### src/rtl/core/dpg_pkg.sv
// Shared constants, codes and controller/datapath interface types for the persistence grid.
`timescale 1ns / 1ps

package dpg_pkg;

   localparam int GRID_SIDE  = 256;
   localparam int GRID_HALF  = GRID_SIDE / 2;
   localparam int CELLS      = GRID_SIDE * GRID_SIDE;
   localparam int ADDR_W     = $clog2(CELLS);
   localparam int OFFSET_W   = 10;
   localparam int POS_W      = OFFSET_W + 2;
   localparam int COUNT_W    = 8;
   localparam int OP_W       = 2;
   localparam int CSR_IDX_W  = 2;

   localparam logic [OP_W-1:0] OP_DECAY = 2'd0;
   localparam logic [OP_W-1:0] OP_HIT   = 2'd1;
   localparam logic [OP_W-1:0] OP_READ  = 2'd2;

   localparam logic [CSR_IDX_W-1:0] CSR_INITIAL_COUNT = 2'd0;
   localparam logic [CSR_IDX_W-1:0] CSR_MAX_COUNT     = 2'd1;

   localparam logic [COUNT_W-1:0] INITIAL_COUNT_RST = 8'd3;
   localparam logic [COUNT_W-1:0] MAX_COUNT_RST     = 8'd5;

   // commands from the controller to the datapath
   typedef struct packed {
      logic              clear_wr;      // write zero at addr
      logic              sweep_rd;      // decay sweep: read addr, write back next cycle
      logic              lookup;        // latch request fields, read addressed cell
      logic              finish_lookup; // update cell, load result
      logic              finish_zero;   // load all-zero result
      logic [ADDR_W-1:0] addr;
   } dpg_cmd_type;

   // status from the datapath to the controller
   typedef struct packed {
      logic out_free;
   } dpg_sts_type;

endpackage

### src/rtl/core/dpg_ctrl.sv
// Controller state machine: clearing pass, request intake, lookups and decay sweeps.
`timescale 1ns / 1ps

module dpg_ctrl
   import dpg_pkg::*;
(
   input  logic              clock,
   input  logic              reset,
   input  logic              req_valid,
   input  logic [OP_W-1:0]   req_opcode,
   output logic              req_stall,
   input  dpg_sts_type       sts,
   output dpg_cmd_type       cmd
);

   localparam logic [2:0] ST_CLEAR = 3'd0;
   localparam logic [2:0] ST_IDLE  = 3'd1;
   localparam logic [2:0] ST_LOOK  = 3'd2;
   localparam logic [2:0] ST_SWEEP = 3'd3;
   localparam logic [2:0] ST_FLUSH = 3'd4;

   localparam logic [ADDR_W-1:0] LAST_ADDR = ADDR_W'(CELLS - 1);

   logic [2:0]        state_ff, state_in;
   logic [ADDR_W-1:0] cnt_ff, cnt_in;
   logic              last;

   assign last = (cnt_ff == LAST_ADDR);

   always_comb begin
      state_in  = state_ff;
      cnt_in    = cnt_ff;
      req_stall = 1'b1;
      cmd       = '0;
      cmd.addr  = cnt_ff;
      unique case (state_ff)
         ST_CLEAR: begin
            cmd.clear_wr = 1'b1;
            cnt_in       = cnt_ff + 1'b1;
            if (last) begin
               state_in = ST_IDLE;
            end
         end
         ST_IDLE: begin
            req_stall = 1'b0;
            if (req_valid) begin
               if (req_opcode == OP_DECAY) begin
                  cnt_in   = '0;
                  state_in = ST_SWEEP;
               end else begin
                  cmd.lookup = 1'b1;
                  state_in   = ST_LOOK;
               end
            end
         end
         ST_LOOK: begin
            if (sts.out_free) begin
               cmd.finish_lookup = 1'b1;
               state_in          = ST_IDLE;
            end
         end
         ST_SWEEP: begin
            cmd.sweep_rd = 1'b1;
            cnt_in       = cnt_ff + 1'b1;
            if (last) begin
               state_in = ST_FLUSH;
            end
         end
         ST_FLUSH: begin
            // last sweep write-back lands in the first cycle here
            if (sts.out_free) begin
               cmd.finish_zero = 1'b1;
               state_in        = ST_IDLE;
            end
         end
         default: begin
            state_in = ST_CLEAR;
            cnt_in   = '0;
         end
      endcase
   end

   always_ff @(posedge clock) begin
      if (reset) begin
         state_ff <= ST_CLEAR;
         cnt_ff   <= '0;
      end else begin
         state_ff <= state_in;
         cnt_ff   <= cnt_in;
      end
   end

endmodule

### config.mk
export PLATFORM = sky130hd
export DESIGN_NAME = dpg_ctrl
export DESIGN_NICKNAME = d
export VERILOG_FILES = /design/src/rtl/core/dpg_pkg.sv /design/src/rtl/core/dpg_ctrl.sv
export SDC_FILE = /design/constraint.sdc
export NUM_CORES = 1
export LEC_CHECK = 0
export BUFFER_PORTS_ARGS = -buffer_cell sky130_fd_sc_hd__buf_2
export CORE_ASPECT_RATIO = 0.6
export CORE_MARGIN = 2
export CORE_UTILIZATION = 47
export CTS_CLUSTER_DIAMETER = 30
export DETAILED_ROUTE_END_ITERATION = 10
export PLACE_DENSITY = 0.78
export REMOVE_ABC_BUFFERS = 1
export SYNTH_ARGS = -nofsm -noshare
export SYNTH_HDL_FRONTEND = slang
export SYNTH_SLANG_ARGS = --single-unit
### constraint.sdc
create_clock -name clock -period 1.74 [get_ports clock]
set_input_delay 0.087 -clock clock [delete_from_list [all_inputs] [get_ports clock]]
set_output_delay 0.087 -clock clock [all_outputs]
set_load 0.03 [all_outputs]
# [Word-level counts from Yosys, hierarchy flattened]
# Cells that the tools add are included.
[op_classes] add_sub_neg=1 eq_ne=10 bitwise=1 n_mux=18 reduce_logical=6
[op_table] operator="16-bit one-hot mux with 3 select lines" count=1
[op_table] operator="16-bit two-way mux" count=2
[op_table] operator="16-bit by 1-bit adder with 16-bit output (second input constant)" count=1
[op_table] operator="16-bit == test (second input constant)" count=1
[op_table] operator="3-bit two-way mux" count=4
[op_table] operator="3-bit one-hot mux with 4 select lines" count=1
[op_table] operator="1-bit two-way mux" count=10
[op_table] operator="2-bit != test (second input constant)" count=4
[op_table] operator="3-bit by 2-bit == test with 1-bit output (second input constant)" count=2
[op_table] operator="4-bit AND reduction" count=1
[op_table] operator="2-bit OR reduction" count=2
[op_table] operator="3-bit by 1-bit == test with 1-bit output (second input constant)" count=1
[op_table] operator="3-bit == test (second input constant)" count=1
[op_table] operator="3-bit zero test" count=1
[op_table] operator="3-bit AND reduction" count=1
[op_table] operator="2-bit zero test" count=1
[op_table] operator="2-bit by 1-bit != test with 1-bit output (second input constant)" count=1
[op_table] operator="1-bit NOT" count=1
[word_totals] wordCells=38 regBits=19 inputBits=6

# [Longest topological paths before layout]
[logic_depth] ltp_word=4 depth_mapped=8 ltp_nobuf=6

# [Worst setup path before layout]
# Ideal clock, no wire load.
[synth_path] kind="reg2reg" startpoint="register state_ff[0]" endpoint="register state_ff[2]" setup_slack_ns=-0.098 t_required_ns=1.669 stages_incl_launch_ff=5 t_arrival_ns=1.767 setup_ns=0.071 period_less_slack_ns=1.838 cell_sequence="dfxtp_1 > buf_4 > nor3b_1 > o21ai_0 > a21oi_1"
[synth_via] elab_chain_len=4 word_cells_on_any_way=12 classes_between="8 x eq/ne; 1 x mux; 3 x reduce/logical"
[synth_rtl] element="start, declared" line_no="dpg_ctrl.sv:24" source="logic [2:0] state_ff, state_in;"
[synth_rtl] element="start signal, assigned" line_no="dpg_ctrl.sv:88" source="state_ff <= state_in;"
[synth_rtl] element="3-bit == test / 3-bit by 2-bit == test with 1-bit output (equally long branches)" line_no="dpg_ctrl.sv:36" source="unique case (state_ff)"
[synth_rtl] element="2-bit OR reduction (no source line)"
[synth_rtl] element="2-bit by 1-bit != test with 1-bit output (no source line)"
[synth_rtl] element="4-bit AND reduction (no source line)"
# Parallel ways exist; a longest one is shown, timed or not.
# A chain may end at the register's enable or synchronous reset.

# [Final worst setup path]
[layout_path] startpoint="register state_ff[1]" endpoint="register cnt_ff[12]"
[layout_via] elab_chain_len=4 word_cells_on_any_way=12 classes_between="6 x eq/ne; 1 x mux; 1 x bitwise; 4 x reduce/logical"
[layout_rtl] element="3-bit == test / 3-bit by 2-bit == test with 1-bit output (equally long branches)" line_no="dpg_ctrl.sv:36"
[layout_rtl] element="2-bit OR reduction (no source line)"
[layout_rtl] element="1-bit NOT (no source line)"
[layout_rtl] element="3-bit AND reduction (no source line)"
[layout_rtl] element="end signal, assigned" line_no="dpg_ctrl.sv:89" source="cnt_ff <= cnt_in;"
[layout_rtl] element="end, declared" line_no="dpg_ctrl.sv:25" source="logic [ADDR_W-1:0] cnt_ff, cnt_in;"
# Parallel ways exist; a longest one is shown, timed or not.

==> results.md <==
* Overflow left after global routing at 0
* Number of diodes at 0
* Post-Synthesis Cells at 128
* Largest cells by area after synthesis: dfxtp_1 (34%), a21oi_1 (7.6%), o31ai_1 (4.7%)
* Most frequent cells after synthesis: dfxtp_1 (19), a21oi_1 (17), o21ai_0 (8)
* Level count of the clock H-tree at 1
* Min Tclk post-route at 1710 ps
* Final weighted congestion in routability-driven placement at 0.935
* Die span in y at 41.9 um
* Crit. End Element: flip-flop
* Clock slew at reported path FFs at 70 ps
* Total half-perimeter wirelength after legalization and detailed placement at 2.25 mm
* Max rail drop VDD at 0.751 mV
* Clock latency on the worst-skew pair at 260 ps
* RSZ-0062 raised after global routing: yes
* Worst setup timing slack at the placement stage at -1.37 ps
* Count of flip-flops with a built-in enable after synthesis at 0
* Worst reg2reg path startpoint: state_ff[1]
* Initial DRT Pass Iterations at 5
* Register-to-register setup slack at 30 ps
* R2R cell count at 5
* Number of max-cap violations at 0
* Power per standard cell area at 1060 nW/um^2
* Number of library cell types mapped by synthesis at 42
* Fraction of the cycle the final worst path needs at 98.5%
* Sinks on the clock net at 19
* Total power at 0.00153 W
* Number of input and output port buffers inserted at 27
* Biggest fanout along the worst timing path at 8
* Int Pwr at 0.000933 W
* Number of warnings issued by yosys at 0
* Pin count of the biggest net entering global routing at 17
* First-pass GRT wire length at 4.91 mm
* Hold buffer count at cts at 0
* Total wirelength of the detailed-routed design at 2.98 mm
* Fraction of the yosys area taken by sequential cells at 33.9%
* Total I/O pin count at 28
* Area leader, netlist: dfxtp_1
* TritonCTS clock tree: built
* Final-report max-slew violation count at 0
* Number of flip-flops and latches in the synthesized netlist at 19
* Async set-or-reset flop fraction in the synthesized netlist at 0%
* Avg Inst Size Synth at 8.78 um^2
* Switching share of power at 38.9%
* Required @ worst endpoint at 1930 ps
* Ys flop type: dfxtp_1
* Max-slew headroom at 68.3%
* Placed Instance Area at 1360 um^2
* WS Path Type: flip-flop to flip-flop
* Remaining antenna violation count after routing at 0
* Worst reg2reg endpoint: cnt_ff[12]
* Clk network pwr share at 20.2%
* Most instantiated library cell after synthesis: dfxtp_1
* Sw Pwr at 0.000595 W
* Post-DR wirelength/cell at 15.1 um
* Status: complete, no violations
* Share of Yosys cell area claimed by the top area cell type at 33.9%
* Type of element launching the critical path: flip-flop
* Hold WC Path Type: input port to flip-flop
* Detail-routed via count per cell at 5.85
* Finished Cell Area at 1450 um^2
* Share of final-layout standard cells stronger than drive strength 1 at 38.9%
* Final setup margin at 25.7 ps
* Root buf cell: clkbuf_8
* Final setup fails at 0
* Mapped cell area at 1120 um^2
* Die width at 67.1 um
* Hold Path Sink: state_ff[2]
* Transition time at the pin with the least slew margin at 475 ps
* Max Fclk at 0.583 GHz
* Area Overhead vs Synth at 28.7%
* Post-route core utilization at 65.4%
* Effective utilization at floorplan at 50.8%
* Vias in the first global route at 1047
* Sequential cell fraction of total power at 34.5%
* Floorplan core area at 2210 um^2
* Count of final hold-check violations at 0
* Gr usage total at 22.5%
* Count of cells along the worst hold path at 2
* Arrival time at the worst endpoint at 1900 ps
* Number of buffers inserted during clock tree synthesis at 3
* Worst-case clock skew at 5.64 ps
* Net count of the finished layout at 175
* Die Footprint at 2810 um^2
* Initial antenna violation count at 0
* Number of vias in the routed layout at 1153
* # rows at 13
* Hold path startpoint: reset
* DRT iter0 DRCs at 93
* DRC Markers at 0
* Pleak at 0.538 nW
* Combinational cell fraction of total power at 45.3%
* Worst hold slack across all endpoints at 43.6 ps
* Number of buffers on the longest clock path at 2
==> metal layers <==
metal,up-vias,share of wire [%],track usage [%]
li1,563,-,-
met1,541,47,33.1
met3,0,7.1,4.88
met2,49,46,34.7
met4,0,0,2.86
met5,-,0,0
==> power by group through the flow <==
stage | Clock (W) | Combinational (W) | Sequential (W)
5_1_grt | 0.000336 | 0.000747 | 0.000535
2_1_floorplan | 0 | 0.000338 | 0.000612
3_5_place_dp | 0 | 0.000649 | 0.000535
6_report | 0.000309 | 0.000692 | 0.000528
4_1_cts | 0.000313 | 0.000664 | 0.000525
3_3_place_gp | 0 | 0.000634 | 0.000532
==> area by class of cell <==
cell class,count,area [um^2]
multi-input cells,98,699
clock buffers,3,41.3
inverters,4,17.5
repair buffers,42,260
fillers,195,766
well taps,30,37.5
flip-flops and latches,19,385
clock inverters,1,5.00
==> sequential cells by signal, indices dropped and copies added (netlist names) <==
register  cells
cnt_ff       16
state_ff      3
==> worst max-delay path, stage by stage, from the launching register on <==
cell	delay, ps
dfxtp_1	310
buf_4	150
xnor2_4	230
o221ai_2	250
or4_1	530
a21oi_1	180
==> cell families (layout without fill, tap and decap cells) <==
family / count (synthesis) / after routing / share of synthesized area (%)
compound gates: 41 / 41 / 23.3
buf+inv: 11 / 50 / 6.46
simple gates: 52 / 52 / 30.3
fa+ha+maj: 1 / 1 / 1.11
mux: 1 / 1 / 1.00
xor+xnor: 3 / 3 / 4.01
flops: 19 / 19 / 33.9
==> metrics by stage <==
step                TNS [ps]  std cells
global placement           0        192
finish                     0        197
CTS                        0        196
floorplan               -660        121
global route            -143        197
detailed placement     -1.37        192
==> cells in the final DEF (no fill, tap or decap), types with 2 or more instances in the layout <==
cell type	instances
nand3_1	5
nand4_1	4
nor2b_1	3
nand2_1	7
nor2_1	5
dfxtp_2	4
inv_1	3
buf_4	14
clkbuf_8	3
buf_2	27
nor3_1	2
dfxtp_1	15
o21ai_0	7
o31ai_1	7
xnor2_1	2
or3_1	5
a21oi_1	17
or4_1	7
==> how the worst max path moves through the flow <==
stage | from | endpoint | slack [ps] | cells after the start
after floorplan | state_ff[1] | state_ff[2] | -230 | 4
after global placement | state_ff[1] | state_ff[1] | 70 | 6
after detailed placement | state_ff[1] | cnt_ff[13] | -1 | 8
after CTS | state_ff[2] | cnt_ff[12] | 10 | 4
after global routing | state_ff[1] | cnt_ff[4] | -50 | 8
final | state_ff[1] | cnt_ff[12] | 30 | 5
==> timing repair <==
action,4_1_cts,5_1_grt
pin swaps,0,2
setup endpoints to repair,1,11
resized for setup,1,9
buffers inserted,0,1
Power figures use the tool's default switching activity.
